### src/hw/rtl/kcl_pkg.sv
// Shared constants and types for the keypad code lock.
`default_nettype none

package kcl_pkg;

    localparam int MAX_CODE_KEYS = 10;
    localparam int KEY_BITS      = 8;
    localparam int MASTER_KEYS   = 10;
    localparam int RESET_LEN     = 4;

    localparam int CNT_TOP  = (MAX_CODE_KEYS > MASTER_KEYS) ? MAX_CODE_KEYS : MASTER_KEYS;
    localparam int CNT_W    = $clog2(CNT_TOP + 1);
    localparam int ADDR_W   = $clog2(MAX_CODE_KEYS);
    localparam int LEN_W    = $clog2(MAX_CODE_KEYS + 1);

    typedef logic [KEY_BITS-1:0] key_t;
    typedef logic [CNT_W-1:0]    cnt_t;
    typedef logic [ADDR_W-1:0]   addr_t;
    typedef logic [LEN_W-1:0]    len_t;

    localparam key_t K_ZERO  = key_t'(8'h30);
    localparam key_t K_SLASH = key_t'(8'h2f);
    localparam key_t K_DASH  = key_t'(8'h2d);
    localparam key_t K_STAR  = key_t'(8'h2a);

    localparam logic [2:0] FAIL_SAT = 3'd7;

    typedef enum logic [2:0] {
        MODE_IDLE,
        MODE_NORMAL,
        MODE_OPEN,
        MODE_MASTER,
        MODE_CHECK,
        MODE_NEW,
        MODE_LOCKOUT
    } mode_t;

    typedef enum logic [3:0] {
        ST_IGNORED      = 4'd0,
        ST_KEY_TAKEN    = 4'd1,
        ST_WRONG        = 4'd2,
        ST_OPENED       = 4'd3,
        ST_CLOSED       = 4'd4,
        ST_LOCK_START   = 4'd5,
        ST_LOCK_TICK    = 4'd6,
        ST_LOCK_OVER    = 4'd7,
        ST_MASTER_RESET = 4'd8,
        ST_MODE_ENTERED = 4'd9,
        ST_CHANGED      = 4'd10
    } status_t;

    typedef enum logic [0:0] {
        OP_KEY  = 1'b0,
        OP_TICK = 1'b1
    } op_t;

    typedef enum logic [0:0] {
        REG_MAX_TRIES     = 1'b0,
        REG_LOCKOUT_TICKS = 1'b1
    } reg_idx_t;

endpackage

`default_nettype wire

### src/hw/rtl/keypad_code_lock_unit.sv
// Keypad code lock: top level with code memory, sequencer and APB registers.
//
// Each beat on the input stream is a key press (s_tuser low, ASCII key in s_tdata)
// or a one-second tick (s_tuser high); each beat yields exactly one result beat.
// The stored code key for the current entry position is read from a registered code
// memory the cycle before it is needed, so a new beat is taken every cycle while the
// result register drains or is taken. After reset the code is "0000" (a default
// flag stands in for the memory contents until a new code is written); no clearing
// pass is needed.
`default_nettype none

module keypad_code_lock_unit (
    input  wire logic        aclk,
    input  wire logic        aresetn,
    // input stream
    input  wire logic        s_tvalid,
    output logic             s_tready,
    input  wire logic [7:0]  s_tdata,   // [7:0] key_code
    input  wire logic        s_tuser,   // [0] op
    // result stream
    output logic             m_tvalid,
    input  wire logic        m_tready,
    output logic [23:0]      m_tdata,   // [3:0] status, [4] lock_open,
                                        // [12:5] lockout_left, [16:13] keys_entered
    // APB configuration
    input  wire logic        psel,
    input  wire logic        penable,
    input  wire logic        pwrite,
    input  wire logic [2:0]  paddr,
    input  wire logic [31:0] pwdata,
    output logic [31:0]      prdata,
    output logic             pready
);
    import kcl_pkg::*;

    // configuration
    logic [2:0] max_tries_reg;
    logic [7:0] lockout_ticks_reg;

    // state
    mode_t      mode_reg, mode_next;
    cnt_t       entry_reg, entry_next;
    logic       mis_reg, mis_next;
    logic [2:0] fail_reg, fail_next;
    logic [7:0] lock_reg, lock_next;
    len_t       len_reg, len_next;
    logic       dflt_reg, dflt_next;

    // code memory
    key_t       code_mem [MAX_CODE_KEYS];
    key_t       rd_reg;
    logic       wr_en;
    addr_t      wr_addr;
    addr_t      rd_addr;

    // result register
    logic       out_valid_reg;
    status_t    status_reg, status_next;
    logic       open_reg;
    logic [7:0] left_reg;
    cnt_t       keys_reg;

    logic       accept;
    logic       is_tick;
    key_t       key;
    key_t       ref_key;
    key_t       master_key;
    cnt_t       take_idx;
    logic       take_mis;
    logic       take_done;
    logic       do_normal;
    logic [2:0] fail_inc;
    logic       cfg_wr;

    assign s_tready = !out_valid_reg || m_tready;
    assign accept   = s_tvalid && s_tready;
    assign is_tick  = (s_tuser == OP_TICK);
    assign key      = s_tdata[KEY_BITS-1:0];

    assign ref_key    = dflt_reg ? K_ZERO : rd_reg;
    assign master_key = key_t'(K_ZERO + key_t'(entry_reg));
    assign fail_inc   = (fail_reg < FAIL_SAT) ? fail_reg + 3'd1 : fail_reg;

    // Compare one key against the stored code at the current position.
    always_comb begin
        take_idx = entry_reg;
        take_mis = mis_reg;
        if ((entry_reg < cnt_t'(len_reg)) && (entry_reg < cnt_t'(MAX_CODE_KEYS))) begin
            if (key != ref_key) begin
                take_mis = 1'b1;
            end
            take_idx = entry_reg + cnt_t'(1);
        end
        take_done = (take_idx >= cnt_t'(len_reg));
    end

    always_comb begin
        mode_next   = mode_reg;
        entry_next  = entry_reg;
        mis_next    = mis_reg;
        fail_next   = fail_reg;
        lock_next   = lock_reg;
        len_next    = len_reg;
        dflt_next   = dflt_reg;
        status_next = ST_IGNORED;
        wr_en       = 1'b0;
        do_normal   = 1'b0;

        if (accept) begin
            if (is_tick) begin
                if (mode_reg == MODE_LOCKOUT) begin
                    if (lock_reg <= 8'd1) begin
                        lock_next   = 8'd0;
                        mode_next   = MODE_IDLE;
                        status_next = ST_LOCK_OVER;
                    end else begin
                        lock_next   = lock_reg - 8'd1;
                        status_next = ST_LOCK_TICK;
                    end
                end
            end else begin
                unique case (mode_reg)
                    MODE_IDLE: begin
                        if (key == K_DASH) begin
                            mode_next   = MODE_MASTER;
                            entry_next  = '0;
                            mis_next    = 1'b0;
                            status_next = ST_MODE_ENTERED;
                        end else if (key == K_SLASH) begin
                            mode_next   = MODE_CHECK;
                            entry_next  = '0;
                            mis_next    = 1'b0;
                            status_next = ST_MODE_ENTERED;
                        end else begin
                            do_normal = 1'b1;
                        end
                    end
                    MODE_NORMAL: begin
                        do_normal = 1'b1;
                    end
                    MODE_OPEN: begin
                        if (key == K_STAR) begin
                            mode_next   = MODE_IDLE;
                            status_next = ST_CLOSED;
                        end
                    end
                    MODE_MASTER: begin
                        if (key == K_DASH) begin
                            entry_next  = '0;
                            mis_next    = 1'b0;
                            mode_next   = MODE_IDLE;
                            status_next = ST_WRONG;
                        end else if (entry_reg + cnt_t'(1) < cnt_t'(MASTER_KEYS)) begin
                            mis_next    = mis_reg || (key != master_key);
                            entry_next  = entry_reg + cnt_t'(1);
                            status_next = ST_KEY_TAKEN;
                        end else begin
                            entry_next = '0;
                            mode_next  = MODE_IDLE;
                            mis_next   = 1'b0;
                            if (mis_reg || (key != master_key)) begin
                                status_next = ST_WRONG;
                            end else begin
                                len_next    = len_t'(RESET_LEN);
                                dflt_next   = 1'b1;
                                status_next = ST_MASTER_RESET;
                            end
                        end
                    end
                    MODE_CHECK: begin
                        if ((entry_reg == '0) && (key == K_SLASH)) begin
                            mode_next   = MODE_IDLE;
                            mis_next    = 1'b0;
                            status_next = ST_KEY_TAKEN;
                        end else if (!take_done) begin
                            entry_next  = take_idx;
                            mis_next    = take_mis;
                            status_next = ST_KEY_TAKEN;
                        end else begin
                            entry_next = '0;
                            mis_next   = 1'b0;
                            if (take_mis) begin
                                status_next = ST_WRONG;
                            end else begin
                                mode_next   = MODE_NEW;
                                status_next = ST_MODE_ENTERED;
                            end
                        end
                    end
                    MODE_NEW: begin
                        if ((key != K_SLASH)
                                && (entry_reg + cnt_t'(1) < cnt_t'(MAX_CODE_KEYS))) begin
                            wr_en       = 1'b1;
                            dflt_next   = 1'b0;
                            entry_next  = entry_reg + cnt_t'(1);
                            status_next = ST_KEY_TAKEN;
                        end else begin
                            if (key != K_SLASH) begin
                                wr_en     = (entry_reg < cnt_t'(MAX_CODE_KEYS));
                                dflt_next = 1'b0;
                                len_next  = len_t'(entry_reg + cnt_t'(1));
                            end else begin
                                len_next = len_t'(entry_reg);
                            end
                            entry_next  = '0;
                            mode_next   = MODE_IDLE;
                            status_next = ST_CHANGED;
                        end
                    end
                    MODE_LOCKOUT: begin
                        status_next = ST_IGNORED;
                    end
                    default: begin
                        mode_next = MODE_IDLE;
                    end
                endcase

                if (do_normal) begin
                    if (!take_done) begin
                        mode_next   = MODE_NORMAL;
                        entry_next  = take_idx;
                        mis_next    = take_mis;
                        status_next = ST_KEY_TAKEN;
                    end else begin
                        entry_next = '0;
                        mis_next   = 1'b0;
                        if (!take_mis) begin
                            mode_next   = MODE_OPEN;
                            status_next = ST_OPENED;
                        end else if (fail_inc >= max_tries_reg) begin
                            fail_next   = 3'd0;
                            lock_next   = lockout_ticks_reg;
                            mode_next   = MODE_LOCKOUT;
                            status_next = ST_LOCK_START;
                        end else begin
                            fail_next   = fail_inc;
                            mode_next   = MODE_IDLE;
                            status_next = ST_WRONG;
                        end
                    end
                end
            end
        end
    end

    // Prefetch the code key for the position the next beat will compare.
    assign wr_addr = entry_reg[ADDR_W-1:0];
    assign rd_addr = entry_next[ADDR_W-1:0];

    always_ff @(posedge aclk) begin
        if (wr_en) begin
            code_mem[wr_addr] <= key;
        end
        if (wr_en && (wr_addr == rd_addr)) begin
            rd_reg <= key;
        end else if (entry_next < cnt_t'(MAX_CODE_KEYS)) begin
            rd_reg <= code_mem[rd_addr];
        end else begin
            rd_reg <= '0;
        end
    end

    always_ff @(posedge aclk) begin
        if (!aresetn) begin
            mode_reg  <= MODE_IDLE;
            entry_reg <= '0;
            mis_reg   <= 1'b0;
            fail_reg  <= 3'd0;
            lock_reg  <= 8'd0;
            len_reg   <= len_t'(RESET_LEN);
            dflt_reg  <= 1'b1;
        end else begin
            mode_reg  <= mode_next;
            entry_reg <= entry_next;
            mis_reg   <= mis_next;
            fail_reg  <= fail_next;
            lock_reg  <= lock_next;
            len_reg   <= len_next;
            dflt_reg  <= dflt_next;
        end
    end

    // result register
    always_ff @(posedge aclk) begin
        if (!aresetn) begin
            out_valid_reg <= 1'b0;
        end else if (accept) begin
            out_valid_reg <= 1'b1;
        end else if (m_tready) begin
            out_valid_reg <= 1'b0;
        end
    end

    always_ff @(posedge aclk) begin
        if (accept) begin
            status_reg <= status_next;
            open_reg   <= (mode_next == MODE_OPEN);
            left_reg   <= lock_next;
            keys_reg   <= entry_next;
        end
    end

    assign m_tvalid = out_valid_reg;
    assign m_tdata  = {7'd0, keys_reg[3:0], left_reg, open_reg, status_reg};

    // APB registers
    assign pready = 1'b1;
    assign cfg_wr = psel && penable && pwrite && pready;

    always_ff @(posedge aclk) begin
        if (!aresetn) begin
            max_tries_reg     <= 3'd3;
            lockout_ticks_reg <= 8'd10;
        end else if (cfg_wr) begin
            unique case (reg_idx_t'(paddr[2]))
                REG_MAX_TRIES:     max_tries_reg     <= pwdata[2:0];
                REG_LOCKOUT_TICKS: lockout_ticks_reg <= pwdata[7:0];
                default:           ;
            endcase
        end
    end

    always_comb begin
        unique case (reg_idx_t'(paddr[2]))
            REG_MAX_TRIES:     prdata = {29'd0, max_tries_reg};
            REG_LOCKOUT_TICKS: prdata = {24'd0, lockout_ticks_reg};
            default:           prdata = 32'd0;
        endcase
    end

    // checks
    a_lock_only_in_lockout: assert property (@(posedge aclk) disable iff (!aresetn)
        (lock_reg != 8'd0) |-> (mode_reg == MODE_LOCKOUT))
        else $error("lockout count set outside lockout");

    a_idle_clean: assert property (@(posedge aclk) disable iff (!aresetn)
        (mode_reg == MODE_IDLE) |-> ((entry_reg == '0) && !mis_reg))
        else $error("entry state not cleared at idle");

    a_len_range: assert property (@(posedge aclk) disable iff (!aresetn)
        cnt_t'(len_reg) <= cnt_t'(MAX_CODE_KEYS))
        else $error("code length out of range");

    a_close: assert property (@(posedge aclk) disable iff (!aresetn)
        (accept && !is_tick && (mode_reg == MODE_OPEN) && (key == K_STAR))
            |=> (mode_reg == MODE_IDLE))
        else $error("star did not close the lock");

endmodule

`default_nettype wire

### config.mk
export PLATFORM = sky130hd
export DESIGN_NAME = keypad_code_lock_unit
export DESIGN_NICKNAME = d
export VERILOG_FILES = /design/src/hw/rtl/kcl_pkg.sv /design/src/hw/rtl/keypad_code_lock_unit.sv
export SDC_FILE = /design/constraint.sdc
export NUM_CORES = 1
export LEC_CHECK = 0
export ABC_AREA = 1
export BUFFER_PORTS_ARGS = -buffer_cell sky130_fd_sc_hd__buf_2
export CAP_MARGIN = 20
export CORE_UTILIZATION = 55
export CTS_BUF_LIST = sky130_fd_sc_hd__clkbuf_8
export CTS_CLUSTER_SIZE = 12
export DETAILED_ROUTE_END_ITERATION = 16
export GPL_TIMING_DRIVEN = 1
export PLACE_DENSITY = 0.78
export SLEW_MARGIN = 25
export SYNTH_ARGS = -nofsm -noshare
export SYNTH_HDL_FRONTEND = slang
export SYNTH_SLANG_ARGS = --single-unit
### constraint.sdc
create_clock -name aclk -period 3.55 [get_ports aclk]
set_input_delay 0.5325 -clock aclk [delete_from_list [all_inputs] [get_ports aclk]]
set_output_delay 0.5325 -clock aclk [all_outputs]
set_load 0.05 [all_outputs]
* Word level (Yosys, flattened, before mapping)
Memory sizes are Yosys's and may differ from the RTL's.
Index checks and enable logic that the tools add are counted.
** Word-level totals
- Register bits :: 61
- Latch bits :: 0
- Bits in writable memories :: 80
- Bits in read-only memories :: 0
- Bits of input ports :: 51
- Output and inout port bits :: 59
- Word-level logic and storage cells :: 170
- Memories kept :: 1
** Cells by class
- Add/subtract/negate cells :: 4
- Multiply operators :: 0
- Div/mod/pow operators :: 0
- $lt $le $gt $ge :: 8
- Eq/ne operators :: 20
- Shift-type cells :: 0
- Muxes and demuxes :: 98
- Bitwise gates (word level) :: 2
- Reduce and logical (&&, ||, !) cells :: 22
** Memories
- code_mem :: words 10, width 8, rd ports 1, clocked after memory_dff 0, write ports 1, line keypad_code_lock_unit.sv:50 : key_t code_mem [MAX_CODE_KEYS];
** Operator list (count)
- $mux W4 :: 27
- $mux W8 :: 11
- $mux W3 :: 24
- $pmux W32 S2 :: 1
- $mux W1 :: 28
- $eq A8 B6 Y1 const B :: 3
- $pmux W4 S5 :: 1
- $pmux W3 S6 :: 1
- $pmux W4 S4 :: 1
- $reduce_and A7 Y1 :: 2
- $lt A4 B4 Y1 const B :: 3
- $eq A3 B2 Y1 const B :: 3
- $eq A3 B3 Y1 const B :: 3
- $le A8 B1 Y1 const B :: 1
- $ne A2 B2 Y1 const B :: 4
- $ne A8 B6 Y1 const B :: 1
- $ne A8 B7 Y1 :: 1
- $ne A8 B8 Y1 :: 1
- $pmux W4 S2 :: 1
- $sub A8 B1 Y8 const B :: 1
- $add A6 B4 Y7 const A :: 1
- $logic_and A1 B1 Y1 :: 7
- $reduce_and A5 Y1 :: 1
- $add A4 B1 Y4 const B :: 1
- 21 further kinds :: 26

* Depth between registers and ports, before layout
- Depth after elaboration :: 13
- Mapped depth :: 29
- Mapped depth without buffers :: 28

* Least setup slack after synthesis
No wires, ideal clock.
- Path kind :: reg2reg
- Start point :: register entry_reg[1]
- End point :: register rd_reg[0]
- Setup time :: 109 ps
- Data arrival time :: 3072 ps
- Required time :: 3441 ps
- Path slack :: 370 ps
- Cell stages (with the launch flop) :: 23
- Path buffers :: 0
- Clock period less this slack :: 3180 ps
- Cell sequence :: dfxtp_1 -> clkinv_1 -> ha_1 -> inv_1 -> nand3_1 -> and2_1 -> ha_1 -> inv_1 -> o21bai_1 -> nand2_1 -> nand2_1 -> nor2_1 -> inv_1 -> a21oi_1 -> nand2_1 -> nand2_1 -> nand2_1 -> nand3_1 -> bufinv_8 -> a21oi_4 -> nor2_1 -> nand2_1 -> inv_1
** On the way
- Cells in the longest elaborated chain, start to end :: 13
- Elaborated cells on any way between the ends :: 32
- Classes of those cells :: add/sub: 1; order compare: 5; eq/ne: 1; mux: 19; reduce/logical: 5; memory: 1
** Ends and longest elaborated chain
- start: declaration :: line keypad_code_lock_unit.sv:42 : cnt_t entry_reg, entry_next;
- start signal: assignment :: line keypad_code_lock_unit.sv:274 : entry_reg <= entry_next;
- $lt A4 B4 Y1, on equally long branches :: line keypad_code_lock_unit.sv:88, keypad_code_lock_unit.sv:199
- $logic_and A1 B1 Y1 :: line keypad_code_lock_unit.sv:88 : if ((entry_reg < cnt_t'(len_reg)) && (entry_reg < cnt_t'(MAX_CODE_KEYS))) begin
- $mux W4 :: line keypad_code_lock_unit.sv:88
- $ge A4 B4 Y1 :: line keypad_code_lock_unit.sv:94 : take_done = (take_idx >= cnt_t'(len_reg));
- $mux W4 :: line keypad_code_lock_unit.sv:175, keypad_code_lock_unit.sv:219
- $mux W4 :: line keypad_code_lock_unit.sv:171 : if ((entry_reg == '0) && (key == K_SLASH)) begin
- $pmux W4 S4 :: line keypad_code_lock_unit.sv:122 : unique case (mode_reg)
- $mux W4 :: line keypad_code_lock_unit.sv:218 : if (do_normal) begin
- $mux W4 :: line keypad_code_lock_unit.sv:110 : if (is_tick) begin
- $mux W4 :: line keypad_code_lock_unit.sv:109 : if (accept) begin
- $mem_v2 Z10 W8 (tied with other cells)
- $mux W8 / $logic_and A1 B1 Y1 (equally long branches) :: line keypad_code_lock_unit.sv:256, keypad_code_lock_unit.sv:254
- $mux W8 (*) :: line keypad_code_lock_unit.sv:254 : if (wr_en && (wr_addr == rd_addr)) begin
- end signal: assignment :: line keypad_code_lock_unit.sv:255 : rd_reg <= key;
- end signal: assignment :: line keypad_code_lock_unit.sv:257 : rd_reg <= code_mem[rd_addr];
- end: declaration :: line keypad_code_lock_unit.sv:51 : key_t rd_reg;
Every way passes the cells marked *; elsewhere a longest branch is shown, timed or not.
A chain may end at the register's enable or synchronous reset.

* Worst setup path in the final report
- Start point :: register entry_reg[2]
- End point :: register left_reg[4], data pin
** On the way
- Cells in the longest elaborated chain, start to end :: 8
- Elaborated cells on any way between the ends :: 12
- Classes of those cells :: add/sub: 1; order compare: 3; mux: 7; reduce/logical: 1
** Ends and longest elaborated chain
- $lt A4 B4 Y1 :: line keypad_code_lock_unit.sv:88
- $logic_and A1 B1 Y1 :: line keypad_code_lock_unit.sv:88
- $mux W4 / $mux W1 (equally long branches) :: line keypad_code_lock_unit.sv:88
- $ge A4 B4 Y1 / $mux W8 (equally long branches) :: line keypad_code_lock_unit.sv:94, keypad_code_lock_unit.sv:227
- $mux W8 (*) :: line keypad_code_lock_unit.sv:219 : if (!take_done) begin
- $mux W8 (*) :: line keypad_code_lock_unit.sv:218
- $mux W8 (*) :: line keypad_code_lock_unit.sv:110
- $mux W8 (*) :: line keypad_code_lock_unit.sv:109
- named net lock_next[4] :: line keypad_code_lock_unit.sv:45 : logic [7:0] lock_reg, lock_next;
- end signal: assignment :: line keypad_code_lock_unit.sv:298 : left_reg <= lock_next;
- end: declaration :: line keypad_code_lock_unit.sv:60 : logic [7:0] left_reg;
The timed path passes the listed nets; every way through them passes the cells marked *.

==> summary.md <==
| Metric | Value |
|---|---|
| Path class of the lowest-slack min-delay path | input port to flop |
| Critical R2R Capture | left_reg[4] |
| Combined flip-flop and latch cell area | between 3000 and 4000 um2 |
| Final Cycle Share | slightly above 90% |
| IO buf count | 51 |
| Peak fanout along the critical path | 8 |
| CTS Buf Count | 17 |
| Source of the worst hold timing path | pwdata[4] |
| Number of cells produced by synthesis | 869 |
| 1st-pass router iterations | 8 |
| Worst min-delay path endpoint | lockout_ticks_reg[4] |
| Yosys warning count | 0 |
| Global placer's final weighted congestion | around 0.95 |
| Number of inserted diodes | 0 |
| Core Util, Final | between 60% and 70% |
| Post-synthesis instance area | 7440 um2 |
| Count of final setup violators | 0 |
| Number of antenna violations at the first check in global routing | 0 |
| Standby leakage power | ~3.6 nW |
| Hold Crit Depth | 3 |
| Total wire length | between 15000 and 20000 um |
| Syn-to-layout area delta | 11.8% |
| Distinct cell type count of the synthesized netlist | between 40 and 50 |
| Residual antenna-violating net count after detailed routing | 0 |
| Post-DR wirelength/cell | between 15 and 20 um |
| Setup TNS | 0 ns |
| Clock transition at path regs | approximately 0.080 ns |
| Number of buffers on the longest clock path | 2 |
| Core footprint | ~13000 um2 |
| Flip-flop count of the largest register after layout | 80 |
| Flop and latch count out of synthesis | 141 |
| X dimension of the die | around 120 um |
| # IOs | between 100 and 150 |
| Post-layout net count | around 1000 |
| CTS H-Tree Depth | 4 |
| Fmax achieved | about 0.30 GHz |
| Vertical extent of the die | 118 um |
| Clock Root Buffer | clkbuf_8 |
| RSZ-0062 raised after global routing | yes |
| Crit. End Element | flop |
| Power Dens Cells | 451 nW/um2 |
| Register with the most flip-flops | code_mem |
| Number of placement rows | between 40 and 50 |
| Tmin final | 3.30 ns |
| Setup slack, reg-to-reg | 0.25 ns |
| Detail Placement HPWL | between 10000 and 15000 um |
| Residual overflow from global routing | 0 |
| Overall routing resource usage | about 25% |
| Class of the most critical setup path | flop to flop |
| Overall power | around 0.0038 W |
| Critical Path Start Type | flop |
| Final Instance Count excl. Fillers | 1133 |
| Placed Cells incl. Taps | around 1100 |
| Post-Syn Area per Cell | around 8.6 um2 |
| Arrival @ worst endpoint | 3.50 ns |
| Peak supply drop | approximately 0.19 mV |
| Vias post-DR | approximately 6000 |
| Slew at the pin closest to its max-slew limit | roughly 0.76 ns |
| Final number of max-transition violations | 0 |
| Vias/cell | about 5.3 |
| Clock insertion delay at the later pin of the skew report | 0.47 ns |
| Max-cap violation count | 0 |
| CTS tree | built |
| Count of final hold-check violations | 0 |
| Sink count of the clock tree | 141 |
| Final worst clock skew | approximately 0.011 ns |
| Data required time at the worst endpoint | 3.74 ns |
| Number of filler instances in the final layout | 1123 |
| DR DRC count | 0 |
| Critical R2R Launch | entry_reg[2] |
| DRC violation total after the first TritonRoute iteration | about 700 |
| Count of hold buffers inserted by post-cts repair | 0 |
| Max_slew headroom | ~50% |
| Number of cells on the worst reg-to-reg path | 20 |
| Sequential share of the synthesized area | approximately 51% |
| Area of combinational cells with multiple inputs | 3010 um2 |
| Pin count of the biggest net entering global routing | 31 |
| Status | completed |
| Full die area | around 14000 um2 |
| Global-route wire length before repair | between 20000 and 30000 um |
| Vias in the first global route | between 5000 and 6000 |
| Initial core utilization | approximately 56% |
| Fraction of final layout cells with drive strength greater than 1 | approximately 16% |
kinds of logic after synthesis:
family / Yosys count / share of synthesized area [%]
adder cells (fa/ha/maj): 18 / 3.03
AND/OR/NAND/NOR: 414 / 24.2
AO/OA/AOI/OAI: 120 / 9.50
buffers and inverters: 160 / 10.4
XOR/XNOR: 14 / 1.75
flip-flops: 141 / 51.0
other: 2 / 0.101
stage by stage:
stage / setup WS [ns] / hold slack (ns) / cell area [um2]
after global placement: 0.127 / 0.466 / 7880
final: 0.246 / 0.293 / 8320
after global routing: -0.0397 / 0.296 / 8320
after detailed placement: 0.0799 / 0.465 / 7880
after floorplan: 0.370 / 0.444 / 7560
after CTS: 0.0520 / 0.275 / 8270
worst max-delay path, stage by stage (launching register included):
cell      delay [ns]
dfxtp_1         0.45
nor2_1          0.08
nor2_1          0.25
nor2_2          0.10
nand2_2         0.14
nand2_1         0.10
and2_1          0.15
ha_1            0.28
inv_1           0.04
o21bai_1        0.11
nand2_1         0.06
nand2_1         0.07
nor2_2          0.04
buf_4           0.15
inv_1           0.13
nand2_1         0.11
nor2_1          0.16
buf_4           0.14
inv_1           0.11
o21ai_0         0.24
nand2_1         0.13
metal layers:
layer / part of all wire (%) / track usage (%) / wire, um
met4: 1.7 / 8.73 / 293
met2: 45 / 38.6 / 7700
met3: 8.0 / 5.98 / 1370
met5: 0 / 0 / 0
met1: 45 / 35.9 / 7760
Yosys cell counts (all sizes together):
cell,count,share of area (%)
xor2,13,1.5
nand4,3,0.25
a2111oi,1,0.12
nand3,97,6.7
nor4,2,0.17
a22oi,1,0.10
dfxtp,44,12
a21o,1,0.10
and2,2,0.17
buf,49,4.6
o31ai,1,0.10
bufinv,1,0.24
a21oi,57,4.3
clkbuf,5,0.25
o221ai,1,0.12
o22ai,4,0.34
nor3b,1,0.10
edfxtp,97,39
nand3b,1,0.10
a31oi,3,0.25
o21ai,34,2.3
inv,100,5.0
nor3,19,1.4
ha,18,3.0
a41oi,1,0.12
nor2,67,3.6
a211oi,5,0.50
a221oi,1,0.12
nand2,219,11
conb,2,0.10
xnor2,1,0.22
or2,3,0.25
o21bai,1,0.10
o211ai,9,0.91
clkinv,5,0.25
power breakdown:
group | total (W) | switching, W | leakage (nW) | internal (W)
sequential | 0.00184 | 0.0000274 | 1.25 | 0.00181
clock | 0.00126 | 0.000686 | 0.187 | 0.000575
combinational | 0.000658 | 0.000484 | 2.21 | 0.000174
layout by cell type, fill, tap and decap left out, types with 27 or more instances in the layout:
master and count:
buf_2 51, nor2_1 61, inv_1 92, a21oi_1 51, buf_4 27, conb_1 32
dfxtp_1 43, nand2_1 208, o21ai_0 32, edfxtp_1 97, nand3_1 93
how the worst max path moves through the flow:
stage / from / endpoint / slack, ns / depth (start not counted)
finish: entry_reg[2] / left_reg[4] / 0.25 / 20
global route: len_reg[3] / rd_reg[2] / -0.04 / 27
CTS: entry_reg[1] / rd_reg[7] / 0.05 / 23
detailed placement: entry_reg[1] / rd_reg[7] / 0.08 / 23
global placement: entry_reg[1] / rd_reg[2] / 0.13 / 23
floorplan: entry_reg[1] / rd_reg[0] / 0.37 / 22
repair_timing:
| action | in CTS | in global routing |
|---|---|---|
| setup buffers | 0 | 2 |
| gates resized for setup | 0 | 11 |
| setup endpoints to repair | 0 | 20 |
layout make-up:
type | instances | area share, %
sequential | 141 | 45.6
multi-input combinational | 598 | 36.2
timing repair buffer | 80 | 5.92
inverter | 106 | 4.98
clock buffer | 17 | 2.81
tap | 176 | 2.65
clock inverter | 15 | 1.82
(Power assumes the default switching activity.)
